File: config.mk
export PLATFORM = sky130hd
export DESIGN_NAME = bank_switch_address_mapper
export DESIGN_NICKNAME = d
export VERILOG_FILES = /design/src/design/bsam_pkg.sv /design/src/design/bank_switch_address_mapper.sv
export SDC_FILE = /design/constraint.sdc
export NUM_CORES = 1
export LEC_CHECK = 0
export BUFFER_PORTS_ARGS = -buffer_cell sky130_fd_sc_hd__buf_2
export CAP_MARGIN = 20
export CORE_MARGIN = 2
export CORE_UTILIZATION = 50
export CTS_CLUSTER_DIAMETER = 60
export DETAILED_ROUTE_END_ITERATION = 16
export PLACE_DENSITY_LB_ADDON = 0.12
export SYNTH_ARGS = -nofsm -noshare
export SYNTH_HDL_FRONTEND = slang
export SYNTH_SLANG_ARGS = --single-unit
File: constraint.sdc
create_clock -name aclk -period 2.51 [get_ports aclk]
set_input_delay 0.753 -clock aclk [delete_from_list [all_inputs] [get_ports aclk]]
set_output_delay 0.753 -clock aclk [all_outputs]
set_load 0.005 [all_outputs]
File: src/design/bsam_pkg.sv
// Package for the bank switch address mapper: payload types, region codes and constants.
package bsam_pkg;

    typedef struct packed {
        logic        kind;
        logic [15:0] address;
        logic [7:0]  data;
    } bsam_in_t;

    typedef struct packed {
        logic [3:0]  region;
        logic [22:0] physical_offset;
        logic        memory_write;
    } bsam_out_t;

    localparam logic [3:0] REGION_ROM      = 4'd0;
    localparam logic [3:0] REGION_VRAM     = 4'd1;
    localparam logic [3:0] REGION_CRAM     = 4'd2;
    localparam logic [3:0] REGION_WRAM     = 4'd3;
    localparam logic [3:0] REGION_OAM      = 4'd4;
    localparam logic [3:0] REGION_UNUSABLE = 4'd5;
    localparam logic [3:0] REGION_IO       = 4'd6;
    localparam logic [3:0] REGION_HRAM     = 4'd7;
    localparam logic [3:0] REGION_IE       = 4'd8;
    localparam logic [3:0] REGION_UNMAPPED = 4'd9;

    localparam logic [7:0] CFG_ROM_BANK_CODE  = 8'd0;
    localparam logic [7:0] CFG_RAM_BANK_COUNT = 8'd1;

    localparam logic       KIND_WRITE = 1'b1;

    localparam logic [15:0] ADDR_ROM_HIGH  = 16'h4000;
    localparam logic [15:0] ADDR_VRAM      = 16'h8000;
    localparam logic [15:0] ADDR_CRAM      = 16'hA000;
    localparam logic [15:0] ADDR_WRAM      = 16'hC000;
    localparam logic [15:0] ADDR_ECHO      = 16'hE000;
    localparam logic [15:0] ADDR_OAM       = 16'hFE00;
    localparam logic [15:0] ADDR_OAM_LAST  = 16'hFE9F;
    localparam logic [15:0] ADDR_UNUSABLE  = 16'hFEA0;
    localparam logic [15:0] ADDR_IO        = 16'hFF00;
    localparam logic [15:0] ADDR_IO_LAST   = 16'hFF7F;
    localparam logic [15:0] ADDR_HRAM_LAST = 16'hFFFE;

    localparam logic [3:0] RAM_ENABLE_KEY = 4'hA;
    localparam logic [4:0] ROM_BANK_MASK  = 5'b11111;

endpackage

File: src/design/bank_switch_address_mapper.sv
// Bank switch address mapper: cartridge bank registers and CPU bus address decode.
//
// Usage:
//  - s_ channel carries one CPU bus access per transaction (kind, address, data).
//  - m_ channel returns one result per access: region, physical offset and the
//    memory write strobe, in access order.
//  - cfg channel writes the ROM size code (index 0) and ram_bank_count (index 1);
//    cfg_ready is always high. Write it only while no access is in flight.
//  - The result is registered: an access accepted in one cycle is offered on m_
//    in the next. Throughput is one access per cycle while m_ready is high, set by
//    the single decode stage that feeds the result register.
//  - Writes below 0x8000 update the bank registers at the accepting edge, so
//    the next access already sees the new banks.
//  - When the receiver stalls, the result register holds its transaction and
//    s_ready stays high only if that result is taken in the same cycle.
//  - Reset (aresetn low, synchronous) empties the result register, clears both
//    configuration registers, disables cart RAM, selects ROM bank 1, low bank 0,
//    RAM bank 0 and simple banking mode.
module bank_switch_address_mapper
    import bsam_pkg::*;
(
    input  logic       aclk,
    input  logic       aresetn,

    input  logic       cfg_valid,
    output logic       cfg_ready,
    input  logic [7:0] cfg_index,
    input  logic [7:0] cfg_data,

    input  logic       s_valid,
    output logic       s_ready,
    input  bsam_in_t   s_payload,

    output logic       m_valid,
    input  logic       m_ready,
    output bsam_out_t  m_payload
);

    logic [3:0] rom_bank_code_reg;
    logic [4:0] ram_bank_count_reg;
    logic       ram_enable_reg,      ram_enable_next;
    logic [8:0] switch_rom_bank_reg, switch_rom_bank_next;
    logic [8:0] low_rom_bank_reg,    low_rom_bank_next;
    logic [1:0] cart_ram_bank_reg,   cart_ram_bank_next;
    logic       advanced_mode_reg,   advanced_mode_next;
    logic       m_valid_reg;
    bsam_out_t  m_payload_reg,       m_payload_next;

    logic       in_accept;
    logic       wr;
    logic [15:0] addr;
    logic [7:0]  data;
    logic [4:0]  low_bits;
    logic [1:0]  upper_bits;
    logic [7:0]  unusable_off;

    assign cfg_ready = 1'b1;
    assign s_ready   = !m_valid_reg || m_ready;
    assign in_accept = s_valid && s_ready;
    assign m_valid   = m_valid_reg;
    assign m_payload = m_payload_reg;

    assign wr   = (s_payload.kind == KIND_WRITE);
    assign addr = s_payload.address;
    assign data = s_payload.data;
    assign upper_bits   = data[1:0];
    assign unusable_off = addr[7:0] - ADDR_UNUSABLE[7:0];

    always_comb begin
        // bank number bits kept by a 0x2000 write, masked for small ROMs; zero becomes 1
        if (rom_bank_code_reg <= 4'd4) begin
            low_bits = data[4:0] & (ROM_BANK_MASK >> (3'd4 - rom_bank_code_reg[2:0]));
        end else begin
            low_bits = data[4:0] & ROM_BANK_MASK;
        end
        if (low_bits == 5'd0) begin
            low_bits = 5'd1;
        end
    end

    // bank register update, only for writes below 0x8000
    always_comb begin
        ram_enable_next      = ram_enable_reg;
        switch_rom_bank_next = switch_rom_bank_reg;
        low_rom_bank_next    = low_rom_bank_reg;
        cart_ram_bank_next   = cart_ram_bank_reg;
        advanced_mode_next   = advanced_mode_reg;
        if (in_accept && wr && !addr[15]) begin
            case (addr[14:13])
                2'd0: begin
                    ram_enable_next = (data[3:0] == RAM_ENABLE_KEY);
                end
                2'd1: begin
                    if (rom_bank_code_reg == 4'd0) begin
                        switch_rom_bank_next = switch_rom_bank_reg;
                    end else if (rom_bank_code_reg <= 4'd4) begin
                        switch_rom_bank_next = {4'd0, low_bits};
                    end else begin
                        switch_rom_bank_next = {2'd0, switch_rom_bank_reg[6:5], low_bits};
                    end
                end
                2'd2: begin
                    if (rom_bank_code_reg >= 4'd5) begin
                        switch_rom_bank_next = {2'd0, upper_bits, switch_rom_bank_reg[4:0]};
                        low_rom_bank_next    = {2'd0, upper_bits, 5'd0};
                    end
                    if (ram_bank_count_reg >= 5'd4) begin
                        cart_ram_bank_next = upper_bits;
                    end
                end
                default: begin
                    advanced_mode_next = data[0];
                end
            endcase
        end
    end

    // region decode and offset
    always_comb begin
        m_payload_next.region          = REGION_IE;
        m_payload_next.physical_offset = 23'd0;
        m_payload_next.memory_write    = wr;
        if (addr < ADDR_VRAM) begin
            m_payload_next.region = REGION_ROM;
            if (wr) begin
                m_payload_next.memory_write = 1'b0;
            end else if (addr < ADDR_ROM_HIGH) begin
                if (advanced_mode_reg) begin
                    m_payload_next.physical_offset = {low_rom_bank_reg, addr[13:0]};
                end else begin
                    m_payload_next.physical_offset = {9'd0, addr[13:0]};
                end
            end else begin
                m_payload_next.physical_offset = {switch_rom_bank_reg, addr[13:0]};
            end
        end else if (addr < ADDR_CRAM) begin
            m_payload_next.region          = REGION_VRAM;
            m_payload_next.physical_offset = {10'd0, addr[12:0]};
        end else if (addr < ADDR_WRAM) begin
            if (ram_enable_reg) begin
                m_payload_next.region = REGION_CRAM;
                if (advanced_mode_reg) begin
                    m_payload_next.physical_offset = {8'd0, cart_ram_bank_reg, addr[12:0]};
                end else begin
                    m_payload_next.physical_offset = {10'd0, addr[12:0]};
                end
            end else begin
                m_payload_next.region       = REGION_UNMAPPED;
                m_payload_next.memory_write = 1'b0;
            end
        end else if (addr < ADDR_OAM) begin
            // work RAM and its echo share the low 13 address bits
            m_payload_next.region          = REGION_WRAM;
            m_payload_next.physical_offset = {10'd0, addr[12:0]};
        end else if (addr <= ADDR_OAM_LAST) begin
            m_payload_next.region          = REGION_OAM;
            m_payload_next.physical_offset = {15'd0, addr[7:0]};
        end else if (addr < ADDR_IO) begin
            m_payload_next.region          = REGION_UNUSABLE;
            m_payload_next.physical_offset = {15'd0, unusable_off};
            m_payload_next.memory_write    = 1'b0;
        end else if (addr <= ADDR_IO_LAST) begin
            m_payload_next.region          = REGION_IO;
            m_payload_next.physical_offset = {16'd0, addr[6:0]};
        end else if (addr <= ADDR_HRAM_LAST) begin
            m_payload_next.region          = REGION_HRAM;
            m_payload_next.physical_offset = {16'd0, addr[6:0]};
        end
    end

    always_ff @(posedge aclk) begin
        if (!aresetn) begin
            rom_bank_code_reg   <= 4'd0;
            ram_bank_count_reg  <= 5'd0;
            ram_enable_reg      <= 1'b0;
            switch_rom_bank_reg <= 9'd1;
            low_rom_bank_reg    <= 9'd0;
            cart_ram_bank_reg   <= 2'd0;
            advanced_mode_reg   <= 1'b0;
            m_valid_reg         <= 1'b0;
        end else begin
            if (cfg_valid) begin
                case (cfg_index)
                    CFG_ROM_BANK_CODE:  rom_bank_code_reg  <= cfg_data[3:0];
                    CFG_RAM_BANK_COUNT: ram_bank_count_reg <= cfg_data[4:0];
                    default: ;
                endcase
            end
            ram_enable_reg      <= ram_enable_next;
            switch_rom_bank_reg <= switch_rom_bank_next;
            low_rom_bank_reg    <= low_rom_bank_next;
            cart_ram_bank_reg   <= cart_ram_bank_next;
            advanced_mode_reg   <= advanced_mode_next;
            if (in_accept) begin
                m_valid_reg <= 1'b1;
            end else if (m_ready) begin
                m_valid_reg <= 1'b0;
            end
        end
    end

    always_ff @(posedge aclk) begin
        if (in_accept) begin
            m_payload_reg <= m_payload_next;
        end
    end

endmodule
==> out/qor.txt, run 1 <==
Worst-margin pin slew -> 0.501 ns
Critical-path cell list -> buf_2 > nand2b_1 > buf_2
Die width -> 72.6 um
Clock buffer depth -> 2
Top cell by count, worst path -> buf_2
Die footprint -> 0.00527 mm2
Achievable Freq -> 0.496 GHz
Final Hold Vio Count -> 0
Multi-input gate area -> 0.00103 mm2
CTS Buf Count -> 5
Clk_skew -> 0.00358 ns
Max Slew Vio Count -> 0
Vias/cell -> 5.32
Crit Path Class -> input port to output pin
Clock insertion delay at the later pin of the skew report -> 0.30 ns
Die height -> 72.6 um
Complex-gate fraction of the synthesized area -> 15.8%
Setup Fix Bufs, Post-CTS -> 0
Wirelength, routed -> 4.64 mm
CP Launch Type -> input port
# hold bufs at CTS -> 0
VDD IR max -> 314 uV
Root Driver -> clkbuf_8
Relative slew margins -> 66.5%
Clock-pin slew on the worst setup and hold paths -> 0.08 ns
Util after Layout -> 63.5%
# IOs -> 77
Buf/Inv on CP -> 2
# H-tree levels -> 2
Post-synth EDFFs -> 26
First-pass GRT wire length -> 7.38 mm
Routed Antenna Nets -> 0
DRT iter0 DRCs -> 75
Post-cts gate resize count -> 0
Core area -> 0.00444 mm2
Unique masters post-synth -> 46
Total GRT Usage -> 18.2%
Combinational family with the most area after synthesis -> simple AND/OR/NAND/NOR gates
YS warnings -> 0
Max reg flops -> 26
Hold WS -> 0.464 ns
Status -> finished clean
Final setup violation count -> 0
Worst Path Required -> 1.76 ns
Leakage -> 1.23 nW
Slowest cell on crit path -> nand2b_1
FF+latch count, synth -> 47
Hold crit path type -> register to register
Crit. End Element -> output pin
Initial antenna violation count -> 0
Post-synth top area share -> 33.2%
Critical path's top delay family -> buffers and inverters
Main synth FF type -> edfxtp_1
Pre-Repair DR Iteration Count -> 4
Diodes inserted -> 0
Post-Synth XOR/XNOR Area -> 0%
# fillers -> 380
Synthesis-to-finish area growth -> 19.9%
Clock sink total -> 47
Synth top cells by count -> 26 x edfxtp_1, 21 x dfxtp_1, 17 x nor2_1
Post-synth top area cell -> edfxtp_1
Layout Nets -> 353
Synth Instances -> 234
Pwr dens -> 510 mW/mm2
FP Rows -> 24
Total power -> 1.44 mW
Pin count of the biggest net entering global routing -> 27
CP Max Fanout -> 8
Number of vias in the routed layout -> 1,882
Average cell area after synthesis -> 10.1 um2
Cell Area, Synth -> 0.00235 mm2
Adder-cell share of the synthesized area -> 3.19%
Unrepaired setup endpoints after global routing -> no
DRC violations left -> 0
DP HPWL -> 3.58 mm
Final GP Congestion -> 0.822
Vias in the first global route -> 1,668
Drt wl/cell -> 13.1 um
Setup TNS -> 0 ns
Post-synthesis simple-gate area fraction -> 20.6%
Top-count cell post-synth -> edfxtp_1
GR Overflow Total -> 0
Final min period -> 2.01 ns
Sequential cell area -> 0.00120 mm2
Crit path largest cell delay -> 0.24 ns
Layout cells sized above 1 -> 29.8%
I/O Buffers -> 67
FFs w/ async S/R, synth -> 0%
TritonCTS clock tree -> built
Post-synthesis mux area share -> 3.83%
Sequential-to-total area share from yosys stat -> 51.0%
Max-cap viol count -> 0
WP data arrival -> 1.26 ns
Synth area leaders -> edfxtp_1 33%, dfxtp_1 18%, mux2i_1 3.8%
Initial Util -> 53.0%
Fin crit share -> 80.3%
==> cell type report <==
class / instances / area share, %
clock inverter: 3 / 0.532
multi-input combinational: 160 / 36.6
tap: 52 / 2.30
clock buffer: 5 / 2.44
inverter: 12 / 1.60
timing repair buffer: 75 / 14.0
sequential: 47 / 42.5
==> layout by cell type, fill, tap and decap left out, types with 2 or more instances in the layout <==
| cell | Yosys | final |
|---|---|---|
| buf_2 | 0 | 67 |
| mux2i_1 | 9 | 9 |
| nor2_1 | 17 | 17 |
| and3_1 | 7 | 7 |
| and2_1 | 7 | 7 |
| conb_1 | 2 | 3 |
| edfxtp_1 | 26 | 26 |
| a21oi_1 | 16 | 16 |
| or3_1 | 5 | 5 |
| nor2b_1 | 7 | 7 |
| dfxtp_1 | 21 | 21 |
| clkinv_2 | 0 | 3 |
| buf_4 | 3 | 8 |
| nand2b_1 | 5 | 5 |
| o31ai_1 | 5 | 5 |
| or2_2 | 2 | 2 |
| nand2_1 | 9 | 9 |
| a21boi_0 | 5 | 5 |
| nand3_1 | 8 | 8 |
| o32ai_1 | 2 | 2 |
| a21o_1 | 2 | 2 |
| o21ai_0 | 15 | 15 |
| clkbuf_8 | 0 | 5 |
| ha_1 | 6 | 6 |
| a31oi_1 | 3 | 3 |
| nand4_1 | 6 | 6 |
| inv_1 | 12 | 12 |
| or4_4 | 2 | 2 |
| nor3_1 | 2 | 2 |
==> report_power, final <==
| group | switching (mW) | internal, mW |
|---|---|---|
| clock network | 0.240 | 0.191 |
| logic | 0.0881 | 0.0716 |
| registers | 0.00602 | 0.843 |
==> through the flow <==
stage	setup slack (ns)	area [um2]	std cells
2_1_floorplan	0.308	2360	235
3_3_place_gp	0.260	2740	346
3_5_place_dp	0.240	2740	346
4_1_cts	0.496	2820	354
5_1_grt	0.380	2820	354
6_report	0.495	2820	354
==> metal layers <==
layer	global-route usage (%)	up-vias	share of wire [%]
met3	4.56	4	5.3
met2	27.8	60	45
met4	6.79	0	1.5
li1	-	984	-
met5	0	-	0
met1	25.2	834	48
==> worst reg2reg max path: cells and delay by family, from the launching register on <==
kind,cells,cell delay [ns]
fa+ha+maj,1,0.26
buf+inv,1,0.06
simple gates,2,0.43
compound gates,2,0.74
flops,1,0.33
==> final timing paths <==
check,cells after the start,from,slack [ns],end
worst max-delay path,3,m_ready,0.50,s_ready
worst min-delay path,2,switch_rom_bank_reg[6],0.46,switch_rom_bank_reg[6]
worst max register to register,6,rom_bank_code_reg[0],0.64,low_rom_bank_reg[6]
worst min register to register,2,switch_rom_bank_reg[6],0.46,switch_rom_bank_reg[6]
==> kinds of logic after synthesis <==
family / Yosys count
simple gates: 84
compound gates: 58
flops: 47
buf+inv: 28
mux: 9
fa+ha+maj: 6
other cells: 2
(Power assumes the default switching activity.)
==> inputs of run 2 (changes only) <==
Settings changed: ABC_AREA from default to 1, CORE_UTILIZATION 50 to 46.
Clock period 2.51 ns to 1.8 ns, I/O delays scaled along.
==> out/qor.txt, run 2 <==
Status -> finished clean
FP Rows -> 26 (+8.3%)
Post-synth top area cell -> edfxtp_1
DP HPWL -> 3.68 mm (+2.6%)
Die footprint -> 0.00581 mm2 (+10%)
Multi-input gate area -> 972 um2 (-5.9%)
Worst Path Required -> 2.05 ns (+0.29 ns)
VDD IR max -> 307 uV (-2.3%)
Synth Instances -> 293 (+25%)
Pre-Repair DR Iteration Count -> 7 (+3)
Most frequent cells in the layout -> 67 x buf_2, 55 x nand2_1, 46 x inv_1
Sequential-to-total area share from yosys stat -> 50.1% (-0.93 points)
Top-count cell post-synth -> nand2_1
Vias in the first global route -> 1,907 (+14%)
Unique masters post-synth -> 36 (-22%)
Total GRT Usage -> 17.5% (-0.74 points)
Average cell area after synthesis -> 8.19 um2 (-19%)
# hold bufs at CTS -> 0 (unchanged)
Root Driver -> clkbuf_8
Wirelength, routed -> 4.71 mm (+1.4%)
Layout cells sized above 1 -> 26.8% (-3.0 points)
Final setup violation count -> 0 (unchanged)
FFs w/ async S/R, synth -> 0% (unchanged)
Vias/cell -> 4.64 (-13%)
# fillers -> 515 (+36%)
Die height -> 76.2 um (+4.9%)
R2R Path Start -> rom_bank_code_reg[0]
Die width -> 76.2 um (+4.9%)
TritonCTS clock tree -> built
Drt wl/cell -> 10.7 um (-18%)
GR Overflow Total -> 0 (unchanged)
Util after Layout -> 57.6% (-5.9 points)
Initial Util -> 47.3% (-5.7 points)
Crit. End Element -> register
Synth top cells by count -> 55 x nand2_1, 47 x inv_1, 40 x nor2_1
Pin count of the biggest net entering global routing -> 27 (unchanged)
Synthesis-to-finish area growth -> 21.9%
# IOs -> 77 (unchanged)
Synth area leaders -> edfxtp_1 33%, dfxtp_1 18%, nand2_1 8.6%
DRC violations left -> 0 (unchanged)
DRT iter0 DRCs -> 72 (-4.0%)
Max Slew Vio Count -> 0 (unchanged)
Leakage -> 1.37 nW (+11%)
FF+latch count, synth -> 47 (unchanged)
Clock-pin slew on the worst setup and hold paths -> 0.09 ns (about the same)
Final GP Congestion -> 0.812 (-1.2%)
Fin crit share -> 89.1%
Final Hold Vio Count -> 0 (unchanged)
First-pass GRT wire length -> 8.21 mm (+11%)
Post-cts gate resize count -> 0 (unchanged)
Number of vias in the routed layout -> 2,040 (+8.4%)
Crit path launch -> rom_bank_code_reg[0]
Max-cap viol count -> 0 (unchanged)
Post-synth EDFFs -> 26 (unchanged)
# H-tree levels -> 2 (unchanged)
Unrepaired setup endpoints after global routing -> yes
Post-synth top area share -> 32.6% (-0.61 points)
WP data arrival -> 1.85 ns (+0.59 ns)
Achievable Freq -> 0.624 GHz
Commonest non-fill, non-tap cell in the layout -> buf_2
YS warnings -> 0 (unchanged)
CP Launch Type -> register
Post-route cell area -> 0.00292 mm2 (+3.5%)
Clk_skew -> 0.00595 ns (+0.00238 ns)
CTS Buf Count -> 5 (unchanged)
Routed Antenna Nets -> 0 (unchanged)
Main synth FF type -> edfxtp_1
Max reg flops -> 26 (unchanged)
Setup Fix Bufs, Post-CTS -> 0 (unchanged)
Pwr dens -> 699 mW/mm2 (+37%)
Crit Path Class -> register to register
Clock insertion delay at the later pin of the skew report -> 0.30 ns (about the same)
Hold crit path type -> input port to register
Layout Nets -> 421 (+19%)
Diodes inserted -> 0 (unchanged)
Sequential cell area -> 0.00120 mm2 (unchanged)
Cell Area, Synth -> 0.00240 mm2 (+1.9%)
Clock buffer depth -> 2 (unchanged)
CP Max Fanout -> 3 (-5)
Final min period -> 1.60 ns
Area after DPL -> 0.00284 mm2 (+3.7%)
I/O Buffers -> 67 (unchanged)
Hold Path Origin -> cfg_data[1]
Clock sink total -> 47 (unchanged)
Initial antenna violation count -> 0 (unchanged)
Core area -> 0.00507 mm2 (+14%)
run 2: changes by cell type after synthesis, moves of 9 or more:
cell      delta
nand2_1     +46
inv_1       +35
nor2_1      +23
clkbuf_1    -10
mux2i_1      -9
run 2: logic make-up after synthesis:
family / after synthesis / share of synthesized area [%]
AOI/OAI and AO/OA: 48 / 11.1
adders and majority gates: 6 / 3.13
and+or+nand+nor: 133 / 25.8
other: 2 / 0.313
DFF: 47 / 50.1
buffers and inverters: 57 / 9.55
run 2: critical path, stage by stage, from the launching register on:
cell	delay, ns
dfxtp_1	0.34
inv_1	0.06
ha_1	0.22
inv_1	0.08
ha_1	0.23
inv_1	0.07
nor2_1	0.04
o21ai_1	0.16
nand2_1	0.06
o21ai_0	0.16
nand2_1	0.07
nand2_1	0.05
run 2: worst paths after layout:
check / slack, ns / to / cells after the start
max: 0.20 / switch_rom_bank_reg[0] / 11
min: 0.46 / rom_bank_code_reg[1] / 3
max reg2reg: 0.20 / switch_rom_bank_reg[0] / 11
min reg2reg: 0.46 / cart_ram_bank_reg[0] / 2
run 2: metal layers:
layer | up-vias | wire length (um) | track usage (%)
met4 | 0 | 80 | 6.18
li1 | 1100 | - | -
met3 | 9 | 244 | 4.74
met2 | 60 | 2330 | 31.1
met1 | 871 | 2050 | 20.2
met5 | - | 0 | 0
run 2: final cells by class:
class | count | area share, %
sequential | 47 | 41.1
multi-input combinational | 190 | 33.2
timing repair buffer | 73 | 13.0
inverter | 52 | 6.89
tap | 70 | 3.00
clock buffer | 7 | 2.61
clock inverter | 1 | 0.171
run 2: stage by stage:
stage | hold slack [ns] | worst slack, ns | power [mW] | instances | TNS (ns)
CTS | 0.456 | 0.126 | 2.06 | 440 | 0
global placement | 0.440 | 0.0558 | 1.46 | 432 | 0
detailed placement | 0.452 | 0.0464 | 1.47 | 432 | 0
finish | 0.457 | 0.197 | 2.04 | 440 | 0
floorplan | 0.430 | 0.00613 | 1.34 | 294 | 0
global route | 0.477 | -0.0134 | 2.13 | 440 | -0.0134
run 2: where the power goes:
part	internal (mW)	total (mW)	switching, mW	leakage [nW]
registers	1.18	1.19	0.00895	0.431
clock network	0.273	0.607	0.334	0.0422
logic	0.100	0.250	0.150	0.896
==> inputs of run 3 (changes only) <==
Settings changed: PLACE_DENSITY from default to 0.81, PLACE_DENSITY_LB_ADDON 0.12 to default.
==> out/qor.txt, run 3 (synthesis gave the netlist of run 2 again) <==
CP Max Fanout -> 3 (unchanged)
Routed Antenna Nets -> 0 (unchanged)
Clock-pin slew on the worst setup and hold paths -> 0.09 ns (about the same)
Commonest non-fill, non-tap cell in the layout -> buf_2
# hold bufs at CTS -> 0 (unchanged)
GR Overflow Total -> 0 (unchanged)
Sequential cell area -> 0.00120 mm2 (unchanged)
Drt wl/cell -> 10.8 um (+0.72%)
# fillers -> 474 (-8.0%)
Die footprint -> 0.00581 mm2 (unchanged)
Root Driver -> clkbuf_8
R2R cell count -> 11 (unchanged)
Crit. End Element -> register
Status -> finished clean
Post-cts gate resize count -> 0 (unchanged)
Pwr dens -> 701 mW/mm2 (+0.32%)
Final setup violation count -> 0 (unchanged)
Wirelength, routed -> 4.74 mm (+0.72%)
Max reg flops -> 26 (unchanged)
Crit path launch -> rom_bank_code_reg[0]
Setup TNS -> 0 ns (unchanged)
GRT busiest layer -> met2
Clock sink total -> 47 (unchanged)
Achievable Freq -> 0.607 GHz (-2.6%)
Pre-Repair DR Iteration Count -> 4 (-3)
Crit Path Class -> register to register
Fin crit share -> 91.5% (+2.4 points)
Max Slew Vio Count -> 0 (unchanged)
# IOs -> 77 (unchanged)
DP HPWL -> 3.73 mm (+1.5%)
TritonCTS clock tree -> built
Unrepaired setup endpoints after global routing -> no
# H-tree levels -> 2 (unchanged)
Initial Util -> 47.3% (unchanged)
R2R Path Start -> rom_bank_code_reg[0]
Final min period -> 1.65 ns (+0.0433 ns)
Most frequent cells in the layout -> 67 x buf_2, 55 x nand2_1, 46 x inv_1
CP Launch Type -> register
Multi-input gate area -> 976 um2 (+0.39%)
Leakage -> 1.38 nW (+0.59%)
WP data arrival -> 1.89 ns (+0.04 ns)
Clock buffer depth -> 2 (unchanged)
CTS Buf Count -> 5 (unchanged)
FP Rows -> 26 (unchanged)
Worst Path Required -> 2.05 ns (about the same)
R2r endpoint -> switch_rom_bank_reg[0]
Hold crit path type -> input port to register
Met1 GRT Util -> 18.0% (-2.2 points)
Setup crit end -> switch_rom_bank_reg[0]
Diodes inserted -> 0 (unchanged)
DRT iter0 DRCs -> 97 (+35%)
Final Hold Vio Count -> 0 (unchanged)
Core area -> 0.00507 mm2 (unchanged)
Max-cap viol count -> 0 (unchanged)
Pin count of the biggest net entering global routing -> 16 (-41%)
Final GP Congestion -> 0.825 (+1.6%)
Vias/cell -> 4.74 (+2.2%)
Clock insertion delay at the later pin of the skew report -> 0.30 ns (about the same)
DRC violations left -> 0 (unchanged)
Setup ws final -> 0.154 ns (-0.0433 ns)
Met2 Use GR -> 32.1% (+1.1 points)
Initial antenna violation count -> 0 (unchanged)
I/O Buffers -> 67 (unchanged)
Setup Fix Bufs, Post-CTS -> 0 (unchanged)
Layout cells sized above 1 -> 27.3% (+0.54 points)
Synthesis-to-finish area growth -> 22.3%
Layout Nets -> 421 (unchanged)
Pre-CTS setup slack -> 0.0345 ns (-0.0119 ns)
Die width -> 76.2 um (unchanged)
Internal reg-to-reg setup slack -> 0.15 ns (-0.04 ns)
Number of vias in the routed layout -> 2,084 (+2.2%)
Clk_skew -> 0.00976 ns (+0.00381 ns)
Vias in the first global route -> 1,962 (+2.9%)
Die height -> 76.2 um (unchanged)
Total GRT Usage -> 16.7% (-0.74 points)
VDD IR max -> 335 uV (+9.4%)
First-pass GRT wire length -> 7.98 mm (-2.8%)
Met3 Track Usage GR -> 4.15% (-0.59 points)
Util after Layout -> 57.8% (+0.20 points)
-- run 3: through the flow --
stage / cell area, um2 / power, mW / cells / hold slack (ns)
after CTS: 2930 / 2.08 / 440 / 0.457
after detailed placement: 2840 / 1.47 / 432 / 0.450
final: 2930 / 2.06 / 440 / 0.461
after global routing: 2930 / 2.16 / 440 / 0.490
after global placement: 2840 / 1.46 / 432 / 0.439
after floorplan: 2410 / 1.34 / 294 / 0.430
-- run 3: how the worst min path moves through the flow --
stage / start / endpoint / slack, ns / cells after the start
after floorplan: cart_ram_bank_reg[0] / cart_ram_bank_reg[0] / 0.43 / 2
after global placement: cart_ram_bank_reg[0] / cart_ram_bank_reg[0] / 0.44 / 2
after detailed placement: cart_ram_bank_reg[0] / cart_ram_bank_reg[0] / 0.45 / 2
after CTS: cfg_data[1] / rom_bank_code_reg[1] / 0.46 / 3
after global routing: cart_ram_bank_reg[1] / cart_ram_bank_reg[1] / 0.49 / 2
final: cfg_data[1] / rom_bank_code_reg[1] / 0.46 / 3
-- run 3: cell type report --
| cell class | instances | area share (%) |
|---|---|---|
| Inverter | 52 | 6.87 |
| Clock buffer | 5 | 2.35 |
| Timing Repair Buffer | 73 | 13.0 |
| Sequential cell | 47 | 40.9 |
| Clock inverter | 3 | 0.640 |
| Tap cell | 70 | 2.99 |
| Multi-Input combinational cell | 190 | 33.3 |
-- run 3: worst max-delay path, stage by stage, from the launching register on --
cell and delay, ns:
dfxtp_1 0.32, inv_1 0.07, ha_1 0.22, inv_1 0.07, ha_1 0.29, inv_1 0.08
nor2_1 0.04, o21ai_1 0.17, nand2_1 0.07, o21ai_0 0.16, nand2_1 0.06, nand2_1 0.05
-- run 3: per-layer routing --
layer / routed length, um / part of all wire, %
met3: 367 / 7.7
met4: 33 / 0.70
met1: 1920 / 40
met5: 0 / 0
met2: 2430 / 51
-- run 3: power breakdown --
part	total, mW	switching [mW]	internal (mW)
sequential	1.19	0.00907	1.18
clock	0.617	0.346	0.272
combinational	0.253	0.152	0.101
